--- src/hdl/rdiv_pkg.sv ---
// rdiv_pkg: shared types, opcodes and width constants for the restoring divider
// no dependencies
`timescale 1ns / 1ps
package rdiv_pkg;
    localparam int unsigned DATA_WIDTH_DEF = 64;
    localparam int unsigned FIFO_DEPTH_DEF = 2;
    localparam int unsigned PORT_WIDTH     = 64;

    typedef enum logic [1:0] {
        OP_UQUO = 2'd0,
        OP_UREM = 2'd1,
        OP_SQUO = 2'd2,
        OP_SREM = 2'd3
    } op_t;
endpackage

--- src/hdl/rdiv_if.sv ---
// rdiv_req_if / rdiv_rsp_if: valid/ready channels of the divider
// uses rdiv_pkg
`timescale 1ns / 1ps
interface rdiv_req_if;
    import rdiv_pkg::*;
    logic                  valid;
    logic                  ready;
    logic [1:0]            opcode;
    logic [PORT_WIDTH-1:0] dividend;
    logic [PORT_WIDTH-1:0] divisor;
    modport source (output valid, opcode, dividend, divisor, input ready);
    modport sink   (input valid, opcode, dividend, divisor, output ready);
endinterface


--- src/hdl/rdiv_front.sv ---
// rdiv_front: takes requests, reduces signed operands to magnitudes, records result signs
// uses rdiv_pkg
`timescale 1ns / 1ps
module rdiv_front
    import rdiv_pkg::*;
#(
    parameter int unsigned DATA_WIDTH = DATA_WIDTH_DEF
) (
    input  logic                  clk,
    input  logic                  rst_n,
    rdiv_req_if.sink              req,
    output logic                  fv,
    input  logic                  fr,
    output logic [2*DATA_WIDTH+1:0] fdata
);
    logic                    v_reg;
    logic [2*DATA_WIDTH+1:0] d_reg;
    logic [DATA_WIDTH-1:0]   n, d, nm, dm;
    logic                    sgn, nneg, dneg, is_rem, neg_res;

    always_comb
    begin
        n      = req.dividend[DATA_WIDTH-1:0];
        d      = req.divisor[DATA_WIDTH-1:0];
        sgn    = req.opcode[1];
        is_rem = req.opcode[0];
        nneg   = sgn & n[DATA_WIDTH-1];
        dneg   = sgn & d[DATA_WIDTH-1];
        nm     = nneg ? (~n + 1'b1) : n;
        dm     = dneg ? (~d + 1'b1) : d;
        // remainder follows dividend; quotient sign is the xor
        neg_res = is_rem ? nneg : (nneg ^ dneg);
    end

    assign req.ready = !v_reg || fr;
    assign fv        = v_reg;
    assign fdata     = d_reg;

    always_ff @(posedge clk or negedge rst_n)
    begin
        if (!rst_n)
            v_reg <= 1'b0;
        else if (req.ready)
            v_reg <= req.valid;
    end

    always_ff @(posedge clk)
    begin
        if (req.ready && req.valid)
            d_reg <= {is_rem, neg_res, nm, dm};
    end
endmodule

--- src/flat_wrapper.sv ---
// flat-port wrapper written by rule: the top's interface ports become plain ports
module rdiv_front_flat import rdiv_pkg::*;
#(
    parameter int unsigned DATA_WIDTH = DATA_WIDTH_DEF
)
  (clk, rst_n, fv, fr, fdata, req_valid, req_opcode, req_dividend, req_divisor, req_ready);
  rdiv_req_if req_i ();
  input  logic clk;
  input  logic rst_n;
  output logic fv;
  input  logic fr;
  output logic [2*DATA_WIDTH+1:0] fdata;
  input wire logic [$bits(req_i.valid)-1:0] req_valid;
  input wire logic [$bits(req_i.opcode)-1:0] req_opcode;
  input wire logic [$bits(req_i.dividend)-1:0] req_dividend;
  input wire logic [$bits(req_i.divisor)-1:0] req_divisor;
  output wire logic [$bits(req_i.ready)-1:0] req_ready;
  assign req_i.valid = req_valid;
  assign req_i.opcode = req_opcode;
  assign req_i.dividend = req_dividend;
  assign req_i.divisor = req_divisor;
  assign req_ready = req_i.ready;
  rdiv_front #(.DATA_WIDTH(DATA_WIDTH)) u_core (.clk(clk), .rst_n(rst_n), .req(req_i), .fv(fv), .fr(fr), .fdata(fdata));
endmodule
--- config.mk ---
export PLATFORM = sky130hd
export DESIGN_NAME = rdiv_front_flat
export DESIGN_NICKNAME = d
export VERILOG_FILES = /design/src/hdl/rdiv_pkg.sv /design/src/hdl/rdiv_if.sv /design/src/hdl/rdiv_front.sv /design/src/flat_wrapper.sv
export SDC_FILE = /design/constraint.sdc
export NUM_CORES = 1
export LEC_CHECK = 0
export BUFFER_PORTS_ARGS = -buffer_cell sky130_fd_sc_hd__buf_2
export CORE_MARGIN = 1
export CORE_UTILIZATION = 50
export CTS_BUF_LIST = sky130_fd_sc_hd__clkbuf_16
export DETAILED_ROUTE_END_ITERATION = 12
export PLACE_DENSITY = 0.82
export REMOVE_ABC_BUFFERS = 1
export SLEW_MARGIN = 20
export SYNTH_ARGS = -nofsm -noshare
export SYNTH_HDL_FRONTEND = slang
export SYNTH_SLANG_ARGS = --single-unit
--- constraint.sdc ---
create_clock -name clk -period 5.05 [get_ports clk]
set_input_delay 1.01 -clock clk [delete_from_list [all_inputs] [get_ports clk]]
set_output_delay 1.01 -clock clk [all_outputs]
set_load 0.02 [all_outputs]
Word-level counts from Yosys, hierarchy flattened --
Index checks and enable logic that the tools add are counted.
Word-level totals: bits in registers 131, input port bits 134, output and inout bits 132, logic and storage cells 15
Operators by class: add/sub/neg operators 2, multiplexer cells 3, bitwise logic cells 5, reductions and logical operators 3
Operators with widths (number):
- adder 64 x 1 -> 64 bit (second input constant) | 2
- two-way mux 64 bit | 2
- NOT 64 bit | 2
- AND 1 bit | 2
- logical AND 1 bit | 1
- zero test 1 bit | 1
- logical OR 1 bit | 1
- two-way mux 1 bit | 1
- bitwise XOR 1 bit | 1

Logic depth before layout (Yosys ltp) --
Gate-level depths: netlist of the first run.
word-level depth 3, mapped depth 8, mapped depth without buffers 7

Least setup slack after synthesis of the first run --
OpenSTA, ideal clock, no wires.
path type input-to-reg, start point input fr, end point register u_core.d_reg[0] (netlist: u_core.fdata[0]), enable pin, setup time 504 ps, data arrival time 4297 ps, data required time 4546 ps, path slack 248 ps, stages 2, buffers on the path 0, cells stage by stage nand2b_1 and2_1
Between the ends: cells in the longest elaborated chain, start to end 2
RTL lines:
- start: declaration | RTL line flat_wrapper.sv:11 | input logic fr;
- logical OR 1 bit | RTL line rdiv_front.sv:35 | assign req.ready = !v_reg || fr;
- logical AND 1 bit | RTL line rdiv_front.sv:49 | if (req.ready && req.valid)
- end signal: assignment | RTL line rdiv_front.sv:50 | d_reg <= {is_rem, neg_res, nm, dm};
- end: declaration | RTL line rdiv_front.sv:17 | logic [2*DATA_WIDTH+1:0] d_reg;
Every way passes these cells. A chain may end at the register's enable or synchronous reset.

Final worst setup path of the first run --
start point input req_divisor[12], end point register u_core.d_reg[47] (netlist: u_core.fdata[47]) (data pin)
Between the ends: cells in the longest elaborated chain, start to end 3
RTL lines:
- start: declaration | RTL line flat_wrapper.sv:16 | input wire logic [$bits(req_i.divisor)-1:0] req_divisor;
- NOT 64 bit | RTL line rdiv_front.sv:30 | dm = dneg ? (~d + 1'b1) : d;
- adder 64 x 1 -> 64 bit | RTL line rdiv_front.sv:30
- two-way mux 64 bit | RTL line rdiv_front.sv:30
- via u_core.dm[47] | RTL line rdiv_front.sv:18 | logic [DATA_WIDTH-1:0] n, d, nm, dm;
The timed path passes the listed nets, and every way through them passes these cells.

==> out/results.txt, run 1 <==
status: complete, no violations
Tot Pwr: 2910 uW
core area: 0.0133 mm2
TritonCTS Buffers: 17
Synth Register Bits: 131
# nets final: 995
CP max stage cell: nor4_4
WP buf/inv: 1
max cap viols: 0
TritonCTS Sinks: 131
period utilisation layout: 65.6%
die footprint: 0.0142 mm2
first-pass GRT wire length: 28.3 mm
Slew headroom: 33.1%
power density over the cells: 326 mW/mm2
pin count of the biggest net entering global routing: 70
WS Path Type: primary input to flop
area leader, netlist: edfxtp_1
detailed-route DRC error count: 0
Sw Share: 25.4%
Seq pwr share: 45.5%
average size of a mapped cell: 11.7 um2
worst ir drop on vdd: 189 uV
Clock Latency Late Sink: 0.41 ns
initial antenna violation count: 0
drt pass-1 iters: 5
post-route design area: 0.00892 mm2
layout cells sized above 1: 35.3%
# rows: 42
drt total wl: 18.1 mm
share of the synthesized area in the top cell type: 56.7%
clk_skew: 0.00558 ns
Clock Pin Slew Worst Setup and Hold Paths: 0.05 ns
sequential share of the synthesized area: 57.0%
cts hold-fix bufs: 0
Placer Congestion: 0.893
Synth Instances: 588
largest cells by area after synthesis: edfxtp_1 (57%), xor2_1 (12%), xnor2_1 (3.8%)
io pins: 266
final hold vios: 0
Logic pwr share: 15.9%
CTS tree: done
placed cell area: 0.00839 mm2
crit path DAT: 3.47 ns
Crit path largest cell delay: 0.93 ns
Setup Buffers After CTS: 0
Setup TNS: 0 ns
remaining global-route overflow: 0
Antenna Nets Post-Route: 0
CTS resizes: 0
hpwl dp: 13.5 mm
Worst-Margin Slew: 0.996 ns
Die W: 119 um
clock buffer depth: 2
P_leak: 0.00367 uW
Layout area overhead: 29.5%
root buffer cell: clkbuf_16
Starting Density: 51.6%
CTS H-Tree Depth: 4
Pins Over Slew Limit: 0
Iteration-0 DRC Markers: 437
die height: 119 um
Setup Viol. Count Final: 0
crit path max fanout: 17
worst hold path type: primary input to asynchronous set/reset pin
number of global-route vias before repair: 5617
crit start category: primary input
clock group share of total power: 38.5%
Antenna Cells: 0
crit end category: flop
Total Routing Usage GR: 25.9%
cell family contributing the most delay on the critical path: simple AND/OR/NAND/NOR gates
Cell Area, Synth: 0.00689 mm2
number of buffers added on ports: 265
Via density: 5.60
WHS: 0.360 ns
Avg WL per Cell: 17.3 um
achievable frequency: 302 MHz
Sw Pwr: 740 uW
min Tclk post-route: 3.31 ns
Yosys cell types: 40
Ys Warns: 0
critical path, cell by cell: buf_2 > nor4_1 > nand4_1 > nor4_4 > a41oi_1 > xor2_1
Pint: 2170 uW
routed via count: 5854
RSZ-0062 raised after global routing: false
required time worst endpoint: 5.20 ns
final timing paths:
check	startpoint	to	slack, ns	cells past startpoint
max	req_divisor[12]	u_core.fdata[47]	1.74	6
min	rst_n	u_core.fv	0.36	1
max reg2reg	u_core.fv	u_core.fdata[103]	2.90	3
min reg2reg	u_core.fv	u_core.fv	0.54	2
max in group asynchronous	rst_n	u_core.fv	4.61	1
min in group clk	u_core.fv	u_core.fv	0.54	2
through the flow:
step	instances	util (%)	worst slack [ns]
2_1_floorplan	571	-	0.248
3_3_place_gp	1016	62.8	1.48
3_5_place_dp	1016	62.8	1.30
4_1_cts	1046	66.8	1.65
5_1_grt	1046	66.8	1.66
6_report	1046	66.8	1.74
cells in the final DEF, fill, tap and decap left out, types with 7 or more instances in the layout:
cell,Yosys,routed
buf_2,1,265
edfxtp_1,130,130
xor2_1,92,92
nor2_1,60,59
a31oi_1,40,40
a21oi_1,38,38
nor3_1,37,37
xnor2_1,30,30
nor4_1,19,19
inv_1,12,18
nand2_1,17,17
clkbuf_16,0,17
or3_1,11,11
o21ai_0,10,10
nor4_2,8,8
nand2b_1,8,8
nand4_1,7,7
or4_1,7,7
o31ai_1,7,7
cell families (layout without fill, tap and decap cells):
group / count (synthesis) / count (layout) / share of synthesized area (%)
buf+inv: 29 / 311 / 1.82
flops: 131 / 131 / 57.0
compound gates: 104 / 104 / 9.10
simple gates: 200 / 200 / 16.2
fa+ha+maj: 2 / 2 / 0.363
xor+xnor: 122 / 122 / 15.5
worst reg2reg max path, delay by kind of cell, from the launching register on:
family	cells	cell delay, ns
and+or+nand+nor	2	0.87
buffers and inverters	1	0.55
DFF	1	0.37
final cells by class:
| type | instances | area [um2] |
|---|---|---|
| sequential | 131 | 3930 |
| clock inverter | 13 | 108 |
| clock buffer | 17 | 425 |
| fill | 1026 | 4430 |
| timing repair buffer | 269 | 1360 |
| multi-input combinational | 428 | 2840 |
| inverter | 12 | 45.0 |
| tap | 176 | 220 |
sequential cells by signal, summed over array words and instances (netlist names):
signal	flops
u_core.fdata	130
u_core.fv	1
layer usage:
layer / up-vias / track usage [%] / share of wire (%)
met5: - / 0 / 0
met4: 0 / 11.9 / 2.6
met3: 44 / 8.38 / 9.5
met2: 306 / 45.8 / 51
met1: 2733 / 28.2 / 37
li1: 2771 / - / -
cell usage after synthesis, drive strengths merged:
| library cell | count |
|---|---|
| a21boi | 2 |
| a21oi | 38 |
| a31oi | 40 |
| a32oi | 1 |
| a41oi | 2 |
| and2 | 5 |
| and3 | 5 |
| and4 | 1 |
| buf | 5 |
| clkbuf | 12 |
| dfrtp | 1 |
| edfxtp | 130 |
| ha | 2 |
| inv | 12 |
| nand2 | 17 |
| nand2b | 8 |
| nand3 | 3 |
| nand4 | 7 |
| nand4b | 5 |
| nor2 | 60 |
| nor2b | 1 |
| nor3 | 39 |
| nor3b | 2 |
| nor4 | 28 |
| o21ai | 10 |
| o31ai | 7 |
| o41ai | 4 |
| or2 | 1 |
| or3 | 11 |
| or4 | 7 |
| xnor2 | 30 |
| xor2 | 92 |
power by group through the flow:
stage | registers, uW | logic, uW | clock network (uW)
finish | 1320 | 464 | 1120
floorplan | 1450 | 151 | 0
global route | 1330 | 500 | 1180
detailed placement | 1350 | 461 | 0
CTS | 1330 | 463 | 1140
global placement | 1340 | 452 | 0
Power figures use the tool's default switching activity.
==> run 2: changes to the inputs <==
--- a/config.mk
+++ b/config.mk
@@ -5,12 +5,13 @@
 export SDC_FILE = /design/constraint.sdc
 export NUM_CORES = 1
 export LEC_CHECK = 0
+export ABC_AREA = 1
 export BUFFER_PORTS_ARGS = -buffer_cell sky130_fd_sc_hd__buf_2
 export CORE_MARGIN = 1
 export CORE_UTILIZATION = 50
 export CTS_BUF_LIST = sky130_fd_sc_hd__clkbuf_16
 export DETAILED_ROUTE_END_ITERATION = 12
-export PLACE_DENSITY = 0.82
+export PLACE_DENSITY = 0.78
 export REMOVE_ABC_BUFFERS = 1
 export SLEW_MARGIN = 20
 export SYNTH_ARGS = -nofsm -noshare
==> constraint.sdc (replaced) <==
create_clock -name clk -period 3.3 [get_ports clk]
set_input_delay 0.66 -clock clk [delete_from_list [all_inputs] [get_ports clk]]
set_output_delay 0.66 -clock clk [all_outputs]
set_load 0.02 [all_outputs]
==> run 2 against run 1 <==
Count of clock-buffer cells in the layout is the same. Hold slack gained 0.050 ns. Cell count grew 52%. Worst setup slack lost 0.52 ns. Cell area grew 19%. Sequential share of layout area shrank 7.1 points. Die area grew 23%. Critical path depth grew 3. Clock power grew 60%. Critical path type unchanged. Critical endpoint is now u_core.fdata[38].
==> out/results.txt, run 2 <==
Synth Instances: 1079
pin count of the biggest net entering global routing: 75
TritonCTS Buffers: 17
commonest non-fill, non-tap cells in the layout: nand2_1 (325), buf_2 (265), nor2_1 (188)
core area: 0.0166 mm2
number of global-route vias before repair: 7888
remaining global-route overflow: 0
die height: 132 um
largest cells by area after synthesis: edfxtp_1 (46%), nand2_1 (14%), nor2_1 (8.3%)
crit path DAT: 2.26 ns
drt total wl: 26.1 mm
end point of the worst hold path: u_core.fdata[64]
WS Path Type: primary input to flop
CTS H-Tree Depth: 4
Post-synth EDFFs: 130
Iteration-0 DRC Markers: 705
required time worst endpoint: 3.48 ns
Antenna Cells: 0
average size of a mapped cell: 7.88 um2
Worst Hold Depth: 1
crit start category: primary input
crit path max fanout: 54
Clock Pin Slew Worst Setup and Hold Paths: 0.07 ns
detailed-route DRC error count: 0
crit end category: flop
Pins Over Slew Limit: 0
Synth Register Bits: 131
Worst R2R End: u_core.fdata[43]
min Tclk post-route: 2.08 ns
Via density: 5.26
Worst Setup SP: req_opcode[1]
routed via count: 8354
Die W: 132 um
P_leak: 0.00482 uW
R2R Setup Slk: 1.72 ns
multi-input logic area: 0.00408 mm2
clock buffer depth: 2
fill count: 1478
worst ir drop on vdd: 401 uV
sequential share of the synthesized area: 46.2%
initial antenna violation count: 0
min-delay src: req_dividend[0]
Crit path largest cell delay: 0.31 ns
Placer Congestion: 0.988
FFs w/ async S/R, synth: 0.763%
hpwl dp: 21.0 mm
post-layout util: 64.1%
final hold vios: 0
Starting Density: 51.3%
Layout area overhead: 25.0%
top post-synthesis cells by count: nand2_1 (325), nor2_1 (188), edfxtp_1 (130)
WHS: 0.410 ns
first-pass GRT wire length: 40.1 mm
drt pass-1 iters: 6
achievable frequency: 480 MHz
Total Routing Usage GR: 30.3%
CTS tree: done
cell family contributing the most delay on the critical path: simple AND/OR/NAND/NOR gates
io pins: 266
Worst R2R Path Depth: 2
Avg WL per Cell: 16.4 um
final worst slack: 1.22 ns
CP max stage cell: inv_4
period utilisation layout: 63.1%
commonest non-fill, non-tap cell in the layout: nand2_1
share of the synthesized area in the top cell type: 45.9%
Antenna Nets Post-Route: 0
root buffer cell: clkbuf_16
register area: 0.00393 mm2
Cell Area, Synth: 0.00850 mm2
clk_skew: 0.00950 ns
WP buf/inv: 2
Tot Pwr: 4780 uW
most common cell in the synthesized netlist: nand2_1
TritonCTS Sinks: 131
Clock Latency Late Sink: 0.43 ns
# rows: 47
layout cells sized above 1: 26.2%
Slew headroom: 55.5%
Worst-Margin Slew: 0.667 ns
pre-CTS WS: 0.787 ns
critical path, cell by cell: buf_2 > nand2_2 > inv_4 > o21ai_1 > nand3_4 > nor2_4 > nand2_1 > nand2_1 > nand2_1
number of buffers added on ports: 265
Yosys cell types: 36
Largest register FFs: 130
Ys Warns: 0
# nets final: 1492
die footprint: 0.0175 mm2
power density over the cells: 450 mW/mm2
area leader, netlist: edfxtp_1
status: complete, no violations
Main synth FF type: edfxtp_1
Setup Viol. Count Final: 0
max cap viols: 0
worst hold path type: primary input to flop
cell mode on critical path: nand2_1
RSZ-0062 raised after global routing: false
worst reg2reg startpoint: u_core.fv
-- run 2: final cells by class --
cell class	instances	area share (%)
inverters	111	3.94
repair buffers	271	13.0
clock buffers	17	4.00
flip-flops and latches	131	36.9
clock inverters	15	1.15
well taps	220	2.59
multi-input cells	824	38.3
-- run 2: worst register-to-register path, cell delays in order (launching register included) --
cell and delay (ns):
dfrtp_1 0.42, a21oi_4 0.19, buf_4 0.57
-- run 2: stage by stage --
| step | cells | setup TNS (ns) | instance area [um2] |
|---|---|---|---|
| 2_1_floorplan | 1066 | -561.98 | 8410 |
| 3_3_place_gp | 1556 | 0 | 10100 |
| 3_5_place_dp | 1556 | 0 | 10100 |
| 4_1_cts | 1589 | 0 | 10600 |
| 5_1_grt | 1589 | 0 | 10600 |
| 6_report | 1589 | 0 | 10600 |
-- run 2: how the worst max path moves through the flow --
stage / to / slack (ns) / depth (start not counted)
final: u_core.fdata[38] / 1.22 / 9
after global routing: u_core.fdata[34] / 1.01 / 10
after floorplan: u_core.fdata[0] / -4.32 / 2
after global placement: u_core.fdata[34] / 0.81 / 10
after CTS: u_core.fdata[38] / 1.22 / 9
after detailed placement: u_core.fdata[34] / 0.79 / 10
-- run 2: routing by layer --
metal  vias up  wire [um]  track usage, %  part of all wire, %
met5         -          0               0                    0
met4         0       1130            15.8                  4.3
met3        64       2100            6.32                  8.0
met2       419      12500            51.1                   48
met1      3781      10300            36.5                   40
li1       4090          -               -                    -
-- run 2: logic make-up (layout without fill, tap and decap cells) --
| logic type | count (synthesis) | count (layout) | share of synthesized area [%] |
|---|---|---|---|
| buffers and inverters | 124 | 414 | 6.02 |
| adder cells (fa/ha/maj) | 2 | 2 | 0.294 |
| XOR/XNOR | 67 | 67 | 6.99 |
| AO/OA/AOI/OAI | 59 | 59 | 4.37 |
| AND/OR/NAND/NOR | 696 | 696 | 36.1 |
| flip-flops | 131 | 131 | 46.2 |
-- run 2: report_power, final --
group	internal, uW	leakage (uW)	switching (uW)
logic	309	0.00329	651
clock network	980	0.000269	806
registers	2000	0.00125	35.2
-- run 2: repair_timing --
item / 4_1_cts / 5_1_grt
hold endpoints to repair: 1 / 0
hold buffers: 1 / 0
gates resized for setup: 0 / 0
setup buffers: 0 / 0
