$ cat config.mk
export PLATFORM = sky130hd
export DESIGN_NAME = rdiv_fifo
export DESIGN_NICKNAME = d
export VERILOG_FILES = /design/src/hdl/rdiv_pkg.sv /design/src/hdl/rdiv_fifo.sv
export SDC_FILE = /design/constraint.sdc
export NUM_CORES = 1
export LEC_CHECK = 0
export ABC_AREA = 1
export BUFFER_PORTS_ARGS = -buffer_cell sky130_fd_sc_hd__buf_2
export CORE_MARGIN = 8
export CORE_UTILIZATION = 49
export CTS_CLUSTER_DIAMETER = 200
export DETAILED_ROUTE_END_ITERATION = 7
export PLACE_DENSITY_LB_ADDON = 0.05
export SLEW_MARGIN = 20
export SYNTH_ARGS = -nofsm -noshare
export SYNTH_HDL_FRONTEND = slang
export SYNTH_SLANG_ARGS = --single-unit
$ cat constraint.sdc
create_clock -name clk -period 1.7 [get_ports clk]
set_input_delay 0 -clock clk [delete_from_list [all_inputs] [get_ports clk]]
set_output_delay 0 -clock clk [all_outputs]
set_load 0.03 [all_outputs]
$ cat src/hdl/rdiv_pkg.sv
// rdiv_pkg: shared types, opcodes and width constants for the restoring divider
// no dependencies
`timescale 1ns / 1ps
package rdiv_pkg;
    localparam int unsigned DATA_WIDTH_DEF = 64;
    localparam int unsigned FIFO_DEPTH_DEF = 2;
    localparam int unsigned PORT_WIDTH     = 64;

    typedef enum logic [1:0] {
        OP_UQUO = 2'd0,
        OP_UREM = 2'd1,
        OP_SQUO = 2'd2,
        OP_SREM = 2'd3
    } op_t;
endpackage

$ cat src/hdl/rdiv_fifo.sv
// rdiv_fifo: short decoupling queue between front and back
// uses rdiv_pkg
`timescale 1ns / 1ps
module rdiv_fifo
    import rdiv_pkg::*;
#(
    parameter int unsigned WIDTH = 8,
    parameter int unsigned DEPTH = FIFO_DEPTH_DEF
) (
    input  logic             clk,
    input  logic             rst_n,
    input  logic             in_valid,
    output logic             in_ready,
    input  logic [WIDTH-1:0] in_data,
    output logic             out_valid,
    input  logic             out_ready,
    output logic [WIDTH-1:0] out_data
);
    localparam int unsigned AW = (DEPTH > 1) ? $clog2(DEPTH) : 1;
    logic [WIDTH-1:0] mem_reg [DEPTH];
    logic [AW-1:0]    wp_reg, rp_reg;
    logic [AW:0]      cnt_reg;
    logic             push, pop;

    assign in_ready  = cnt_reg != AW'(0) + (AW+1)'(DEPTH);
    assign out_valid = cnt_reg != '0;
    assign out_data  = mem_reg[rp_reg];
    assign push      = in_valid && in_ready;
    assign pop       = out_valid && out_ready;

    always_ff @(posedge clk or negedge rst_n)
    begin
        if (!rst_n)
        begin
            wp_reg  <= '0;
            rp_reg  <= '0;
            cnt_reg <= '0;
        end
        else
        begin
            if (push)
                wp_reg <= (wp_reg == AW'(DEPTH-1)) ? '0 : wp_reg + 1'b1;
            if (pop)
                rp_reg <= (rp_reg == AW'(DEPTH-1)) ? '0 : rp_reg + 1'b1;
            cnt_reg <= cnt_reg + (AW+1)'(push) - (AW+1)'(pop);
        end
    end

    always_ff @(posedge clk)
    begin
        if (push)
            mem_reg[wp_reg] <= in_data;
    end
endmodule

# Word-level counts from Yosys, hierarchy flattened
# Memories as Yosys holds them, arrays and structs flattened.
# Cells that the tools add are included.
# word_totals
regBits	4
romBits	0
memories	1
out_inout_bits	10
mem_bits_rw	16
elab_cells	16
input_bits	12
latchBits	0
# mem_list
memory	depth	width	rd	rd_ports_with_merged_regs	write_ports	line_no	source
mem_reg	2	8	1	0	1	rdiv_fifo.sv:20	logic [WIDTH-1:0] mem_reg [DEPTH];
# op_classes
n_lt_le_gt_ge	0
mul	0
n_reduce_logical	3
muxes	4
shifts	0
n_bitwise	0
n_eq_ne	1
div	0
add_sub_neg	4
# op_table
operator	count
2-to-1 mux 1 bit	4
adder 1 bit (second input constant)	2
adder 2 x 1 -> 2 bit	1
logical AND 1 bit	2
!= test 2 bit (second input constant)	1
nonzero test 2 bit	1
subtractor 2 x 1 -> 2 bit	1

# Logic depth before layout (Yosys ltp)
# Gate-level depths: netlist (run 1).
# logic_depth
ltp_word	4
mapped_depth	12
ltp_nobuf	12

# Least setup slack after synthesis (run 1)
# Ideal clock, no wire load.
# synth_path
path_type	register -> register
from	reg cnt_reg[1]
to	mem mem_reg[0][0], enable pin
stages_incl_launch_ff	4
setup_slack_ps	249
required_ps	1330
n_path_buf	0
setup_ps	370
synth_period_minus_slack_ps	1451
t_arrival_ps	1081
cell_sequence	dfrtp_1 -> nand2_2 -> nand2_4 -> nor2_1
# synth_between
elab_chain_cells	4
# synth_rtl
item	line_no	source
start, declared	rdiv_fifo.sv:22	logic [AW:0] cnt_reg;
start signal, assigned	rdiv_fifo.sv:45	cnt_reg <= cnt_reg + (AW+1)'(push) - (AW+1)'(pop);
!= test 2 bit	rdiv_fifo.sv:25	assign in_ready = cnt_reg != AW'(0) + (AW+1)'(DEPTH);
via in_ready	rdiv_fifo.sv:13	output logic in_ready,
logical AND 1 bit	rdiv_fifo.sv:28	assign push = in_valid && in_ready;
2-to-1 mux 1 bit	rdiv_fifo.sv:51	if (push)
2-to-1 mux 1 bit (not written as such)	rdiv_fifo.sv:52	mem_reg[wp_reg] <= in_data;
end, declared	rdiv_fifo.sv:20	
# The timed path passes the listed nets, and every way through them passes these cells.

# Worst setup path after layout (run 1)
# layout_path
from	reg cnt_reg[1]
to	mem mem_reg[1][5], enable pin
# layout_between
elab_chain_cells	4
# layout_rtl
item	line_no
!= test 2 bit	rdiv_fifo.sv:25
logical AND 1 bit	rdiv_fifo.sv:28
2-to-1 mux 1 bit	rdiv_fifo.sv:51
2-to-1 mux 1 bit (not written as such)	rdiv_fifo.sv:52
# Every way passes these cells.

==> results.env, run 1 <==
STATUS='finished, final reports clean'
CTS-RESIZED-GATES=0
NETLIST_AREA_UM2=822
FINALHOLDVIOLATIONS=0
PLACED_CELLS_INCL_TAPS=112
LAYOUT_WORST_PATH_CYCLE_SHARE=0.829
SYNTH_TOP_CELL_AREA_SHARE=0.584
HOLD_PATH_CLASS='primary input to register'
POWER_FRAC_CLOCK=0.122
PERIOD_MINUS_SLACK_NS=1.41
FINAL.SETUP_SKEW_NS=0.00742
CTS_POST_SETUP_BUFFERS_INSERTED=0
LARGEST_REGISTER_FF_COUNT=16
GRT_SETUP_UNREPAIRED='no'
CTS_HTREE_LEVELS=1
AREA_GROWTH_SYN_TO_LAYOUT_PCT=30.7
CORE-AREA_UM2=1650
SETUP-TNS-FINAL_NS=0
CELLPOWERDENSITY_nW_PER_UM2=1700
CTS_TREE='built'
GRT_PASS1_VIAS=614
VIAS_AFTER_DETAILED_ROUTING=587
DESIGN_POWER_mW=1.82
GRT_PASS1_WL_MM=2.46
P_SWITCHING_mW=0.797
CTS-HOLD-FIX-BUFFERS=9
DP_HPWL_MM=1.03
WORST-SETUP-PATH-TYPE='register to register'
DRT_ITER0_DRC=11
INSERTEDDIODECOUNT=0
CELL_TYPE_CONTRIBUTING_THE_MOST_TOTAL_CELL_AREA_AFTER_SYNTHESIS='sky130_fd_sc_hd__edfxtp_1'
TIMING.SLEW.HEADROOM=0.662
CLOCK-SINKS=20
TIMING.CRITICAL_PATH.REQUIRED_NS=1.64
SETUP-VIOLATIONS-FINAL=0
REPORT.FINAL.SLEW_VIOL_COUNT=0
GPL.FINAL_WEIGHTED_CONGESTION=0.711
SYN_INST=73
PORT-BUFFER-COUNT=21
POST_SYNTH_MAIN_AREA_CONTRIBUTORS='sky130_fd_sc_hd__edfxtp_1, sky130_fd_sc_hd__nand2_1, sky130_fd_sc_hd__dfrtp_1'
SWITCHING_FRACTION_OF_TOTAL_POWER=0.438
SYNTH.AVG_CELL_AREA_UM2=11.3
P_SEQ_FRAC=0.425
DR_WL_CELL_UM=11.2
CLOCK_TREE.ROOT_CELL='sky130_fd_sc_hd__clkbuf_4'
MAXIMUM_NUMBER_OF_PINS_ON_ONE_NET_BEFORE_GLOBAL_ROUTE_REPAIR=12
CRITPATHARRIVALTIME_NS=1.34
SYNTH.LIB_CELLS_USED.DISTINCT=15
POWER_REPORT.INTERNAL_TOTAL_mW=1.02
INITIAL_CORE_UTILIZATION=0.498
WORST_HOLD_SLACK_AFTER_FINAL_LAYOUT_NS=0.0125
FINAL_CELLS=125
WORST-PATH-MAX-FANOUT=9
NUM_IO_PINS=22
DRTANTENNAVIOLNETS=0
MAXCAPVIOLATIONS=0
SYNTH_NETS=86
CTSLONGESTPATHBUFFERS=2
POST-ROUTE-DRC-COUNT=0
PATH_CLK_SLEW_NS=0.10
GRTUSAGETOTAL=0.0940
FIN_NETS=122
ACHIEVABLE-FREQUENCY_GHz=0.710
LEAK_nW=0.505
FILLER_CELL_COUNT=125
FRACTION_OF_LAYOUT_INSTANCES_USING_A_DRIVE_STRENGTH_ABOVE_1=0.324
START_KIND='register'
YOSYS_WARNINGS=0
WORST_SLEW_PIN_SLEW_NS=0.506
CLOCK_LATENCY_NS=0.29
ANTENNA_FOUND_INITIAL=0
DIE_HEIGHT_UM=57.0
DETAIL_ROUTE.FIRST_PASS.ITERATIONS=4
SYNTH-SEQ-CELLS=20
COMBPWRFRAC=0.453
VIAS_PER_INST=4.70
DIEAREA_UM2=3240
HOLDPATHSTAGES=3
TRITONCTS.NUM_BUFFERS=3
STD_CELL_ROWS=15
SYNTH.YOSYS.SEQ_AREA_SHARE=0.706
GRT_REMAINING_OVERFLOW=0
CP-END-KIND='register'
DIE_WIDTH_UM=57.0
DRT-TOTAL-WL_MM=1.40
WORST_IR_DROP_VDD_mV=1.33
R2R.WORST_PATH.CELLS=3
[per-layer routing]
layer / global-route usage / wire length (µm)
met5: 0 / 0
met2: 0.164 / 694
met3: 0.0377 / 104
met4: 0.0403 / 19
met1: 0.0959 / 585
[cell families (layout without fill, tap and decap cells)]
| kind of cell | after synthesis | in the layout | synth area share |
|---|---|---|---|
| simple gates | 40 | 40 | 0.213 |
| fa+ha+maj | 1 | 1 | 0.0152 |
| compound gates | 2 | 2 | 0.0122 |
| xor+xnor | 1 | 1 | 0.0107 |
| buf+inv | 9 | 44 | 0.0426 |
| flops | 20 | 20 | 0.706 |
[synthesized netlist by cell type (all sizes together)]
master  count
xor2        1
ha          1
edfxtp     16
o21ai       1
buf         1
a21oi       1
nand3       2
nand2      33
nor2        5
inv         8
dfrtp       4
[stage by stage]
step	util	cell area (µm²)	setup WS, ns
2_1_floorplan	-	822	0.249
3_3_place_gp	0.580	958	0.297
3_5_place_dp	0.580	958	0.279
4_1_cts	0.651	1070	0.261
5_1_grt	0.651	1070	0.173
6_report	0.651	1070	0.291
[placed cells by master (no fill, tap or decap), drive strengths merged]
cell type	netlist	routed
ha	1	1
inv	8	8
a21oi	1	1
dfrtp	4	4
o21ai	1	1
clkbuf	0	4
buf	1	23
dlygate4sd3	0	9
nor2	5	5
xor2	1	1
nand3	2	2
nand2	33	33
edfxtp	16	16
[path summary, 6_finish.rpt]
check / startpoint / to / slack (ns)
max: cnt_reg[1] / mem_reg[1][5] / 0.29
min: in_valid / wp_reg / 0.01
max reg2reg: cnt_reg[1] / mem_reg[1][5] / 0.29
min reg2reg: wp_reg / wp_reg / 0.54
max in group asynchronous: rst_n / rp_reg / 1.54
min in group asynchronous: rst_n / wp_reg / 0.04
[layout make-up]
class,count,area (µm²),share of cell area
Tap cell,17,21.3,0.0198
Multi-Input combinational cell,44,206,0.192
Clock buffer,4,26.3,0.0244
Sequential cell,20,581,0.540
Timing Repair Buffer,32,210,0.196
Inverter,8,30.0,0.0279
[critical path: stages (launching register included)]
cell	delay, ns
sky130_fd_sc_hd__dfrtp_1	0.44
sky130_fd_sc_hd__nand2_2	0.14
sky130_fd_sc_hd__nand2_4	0.07
sky130_fd_sc_hd__nor2_2	0.40
[power by group through the flow]
stage	clock network, mW	logic [mW]	registers (mW)
finish	0.222	0.826	0.775
global route	0.247	0.925	0.796
CTS	0.228	0.841	0.777
detailed placement	0	0.824	0.788
global placement	0	0.809	0.786
floorplan	0	0.629	0.740
Note: power is estimated with default switching activity, not from simulation.
==> run 2, diff against run 1 <==
--- a/config.mk
+++ b/config.mk
@@ -8,7 +8,7 @@
 export ABC_AREA = 1
 export BUFFER_PORTS_ARGS = -buffer_cell sky130_fd_sc_hd__buf_2
 export CORE_MARGIN = 8
-export CORE_UTILIZATION = 49
+export CORE_UTILIZATION = 44
 export CTS_CLUSTER_DIAMETER = 200
 export DETAILED_ROUTE_END_ITERATION = 7
 export PLACE_DENSITY_LB_ADDON = 0.05
==> constraint.sdc (replaced) <==
create_clock -name clk -period 1.22 [get_ports clk]
set_input_delay 0 -clock clk [delete_from_list [all_inputs] [get_ports clk]]
set_output_delay 0 -clock clk [all_outputs]
set_load 0.03 [all_outputs]
==> run 2 against run 1 <==
The flow now finishes with violations (negative setup slack). Worst hold slack better by 0.0073 ns. Sequential share of layout area decreased by 12 points. Critical endpoint is now cnt_reg[1]. Critical path type unchanged. Clock skew down 0.0057 ns. Cell area rose by 29%. Largest power group unchanged.
==> results.env, run 2 (synthesized netlist as in run 1, its figures left out) <==
NUM_IO_PINS=22  # unchanged
DIE_HEIGHT_UM=59.2  # was 57.0 µm
ANTENNA_FOUND_INITIAL=0  # unchanged
DP_HPWL_MM=1.10  # was 1.03 mm
CLOCK-SINKS=20  # unchanged
DRT_ITER0_DRC=8  # was 11
FILLER_CELL_COUNT=109  # was 125
GPL.FINAL_WEIGHTED_CONGESTION=0.719  # was 0.711
R2R_SLACK_NS=-0.14  # was 0.29 ns
STATUS='finished, violations left'  # was finished, final reports clean
POSTLAYOUTSETUPSLACKWORST_NS=-0.142  # was 0.291 ns
FIN_NETS=136  # was 122
START_KIND='register'  # unchanged
MAXIMUM_NUMBER_OF_PINS_ON_ONE_NET_BEFORE_GLOBAL_ROUTE_REPAIR=12  # unchanged
TIMING.SLEW.HEADROOM=0.861  # was 0.662
DRT-TOTAL-WL_MM=1.98  # was 1.40 mm
ACHIEVABLE-FREQUENCY_GHz=0.734  # was 0.710 GHz
DESIGN_POWER_mW=3.56  # was 1.82 mW
VIOLATIONS='negative setup slack'
DIE_WIDTH_UM=59.2  # was 57.0 µm
SETUP-VIOLATIONS-FINAL=18  # was 0
PERIOD_MINUS_SLACK_NS=1.36  # was 1.41 ns
GRT_SETUP_UNREPAIRED='yes'  # was no
GRT_REMAINING_OVERFLOW=0  # unchanged
WORST_IR_DROP_VDD_mV=1.62  # was 1.33 mV
TRITONCTS.NUM_BUFFERS=3  # unchanged
WORST-PATH-MAX-FANOUT=4  # was 9
POST-ROUTE-DRC-COUNT=0  # unchanged
LARGEST_REGISTER_FF_COUNT=16  # unchanged
FRACTION_OF_LAYOUT_INSTANCES_USING_A_DRIVE_STRENGTH_ABOVE_1=0.623  # was 0.324
DRTANTENNAVIOLNETS=0  # unchanged
SEQ_AREA_UM2=584  # was 581 µm²
TIMING.CRITICAL_PATH.REQUIRED_NS=1.43  # was 1.64 ns
VIAS_AFTER_DETAILED_ROUTING=700  # was 587
PATH_CLK_SLEW_NS=0.11  # was 0.10 ns
LEAK_nW=0.626  # was 0.505 nW
CLOCK_TREE.ROOT_CELL='sky130_fd_sc_hd__clkbuf_4'  # unchanged
CORE-AREA_UM2=1750  # was 1650 µm²
TIMING.CRITICAL_PATH.MODE_CELL='sky130_fd_sc_hd__nand2_2'
FINALHOLDVIOLATIONS=0  # unchanged
TIMING.CRITICAL_PATH.SLOWEST_CELL_DELAY_NS=0.47  # was 0.44 ns
DR_WL_CELL_UM=13.5  # was 11.2 µm
CELLPOWERDENSITY_nW_PER_UM2=2560  # was 1700 nW/µm²
INITIAL_CORE_UTILIZATION=0.471  # was 0.498
MOST-COMMON-LAYOUT-CELLS='sky130_fd_sc_hd__edfxtp_1, sky130_fd_sc_hd__nand2_2, sky130_fd_sc_hd__nand2_1, sky130_fd_sc_hd__buf_6'  # was sky130_fd_sc_hd__nand2_1, sky130_fd_sc_hd__buf_2, sky130_fd_sc_hd__edfxtp_1, sky130_fd_sc_hd__dlygate4sd3_1, sky130_fd_sc_hd__inv_1
VIAS_PER_INST=4.76  # was 4.70
WORST-SETUP-PATH-TYPE='register to register'  # unchanged
GRT_PASS1_WL_MM=2.80  # was 2.46 mm
MULTI_INPUT_LOGIC_AREA_UM2=318  # was 206 µm²
DETAIL_ROUTE.FIRST_PASS.ITERATIONS=4  # unchanged
GRTUSAGETOTAL=0.108  # was 0.0940
CTSLONGESTPATHBUFFERS=2  # unchanged
CTS_TREE='built'  # unchanged
AREA_GROWTH_SYN_TO_LAYOUT_PCT=68.9  # was 30.7%
DIEAREA_UM2=3510  # was 3240 µm²
SETUP-TNS-FINAL_NS=-1.71  # was 0 ns
FINAL_CORE_UTIL=0.796  # was 0.651
PORT-BUFFER-COUNT=21  # unchanged
CTS_HTREE_LEVELS=1  # unchanged
WORST_SLEW_PIN_SLEW_NS=0.208  # was 0.506 ns
TIMING.CRITICAL_PATH.CELLS='nor2_4 > nor2_2 > nand2_4 > nand2_2 > ha_4 > inv_2 > nand2_2 > nand2_2 > inv_2 > nand2_2 > nand2_1'  # was nand2_2 > nand2_4 > nor2_2
CRITPATHSLOWESTCELL='sky130_fd_sc_hd__dfrtp_2'  # was sky130_fd_sc_hd__dfrtp_1
CLOCK_LATENCY_NS=0.30  # was 0.29 ns
GRT_PASS1_VIAS=677  # was 614
CP-END-KIND='register'  # unchanged
INSERTEDDIODECOUNT=0  # unchanged
STD_CELL_ROWS=15  # unchanged
FINAL.SETUP_SKEW_NS=0.00173  # was 0.00742 ns
REPORT.FINAL.SLEW_VIOL_COUNT=0  # unchanged
CRITPATHARRIVALTIME_NS=1.57  # was 1.34 ns
MAXCAPVIOLATIONS=0  # unchanged
MOST_COMMON_LIBRARY_CELL_IN_THE_LAYOUT_IGNORING_FILL_AND_TAPS='sky130_fd_sc_hd__edfxtp_1'  # was sky130_fd_sc_hd__nand2_1
LAYOUT_WORST_PATH_CYCLE_SHARE=1.12  # was 0.829
HOLD_PATH_CLASS='primary input to async pin'  # was primary input to register
==> run 2: changes by cell type in the layout (fill, tap and decap cells not counted), sizes merged <==
cell	change
buf	+13
clkinv	+3
clkbuf	-1
inv	-1
==> run 2: through the flow <==
stage / worst slack [ns] / std cells / hold slack, ns / area, µm²
after floorplan: -0.0857 / 73 / -0.296 / 832
after global placement: -0.113 / 128 / -0.185 / 1040
after detailed placement: -0.159 / 128 / -0.185 / 1040
after CTS: -0.126 / 145 / 0.0110 / 1250
after global routing: -0.199 / 147 / 0.0170 / 1390
final: -0.142 / 147 / 0.0199 / 1390
==> run 2: cell type report <==
cell class                      count  area share
Clock buffer                        3      0.0162
Clock inverter                      1     0.00270
Inverter                            8      0.0252
Multi-Input combinational cell     44       0.229
Sequential cell                    20       0.421
Tap cell                           25      0.0225
Timing Repair Buffer               45       0.280
Timing Repair inverter              1     0.00360
==> run 2: worst max-delay path, delay by kind of cell (launching register included) <==
family	cells	cell delay, ns
AND/OR/NAND/NOR	8	0.56
flip-flops	1	0.47
adder cells (fa/ha/maj)	1	0.17
buffers and inverters	2	0.08
==> run 2: repair_timing <==
item                       4_1_cts  5_1_grt
hold endpoints to repair        20        0
hold buffers                     9        0
gates resized for setup         21       43
cloned                           0        1
setup endpoints to repair       26       28
setup buffers                    5        2
pin swaps                        1       14
==> run 2: final timing paths <==
kind / startpoint / to / depth (start not counted)
worst max-delay path: cnt_reg[0] / cnt_reg[1] / 11
worst min-delay path: rst_n / cnt_reg[0] / 2
worst max register to register: cnt_reg[0] / cnt_reg[1] / 11
worst min register to register: wp_reg / wp_reg / 2
max in group asynchronous: rst_n / cnt_reg[1] / 2
min in group clk: in_valid / wp_reg / 3
==> run 2: per-layer routing <==
layer,up-vias,track usage,part of all wire
met4,0,0.0614,0.039
met5,-,0,0
met3,8,0.0434,0.060
met2,23,0.199,0.54
li1,334,-,-
met1,335,0.0962,0.36
==> run 2: where the power goes <==
part	switching (mW)	internal [mW]
combinational	1.13	0.955
sequential	0.184	0.962
clock	0.204	0.119
total	1.52	2.04
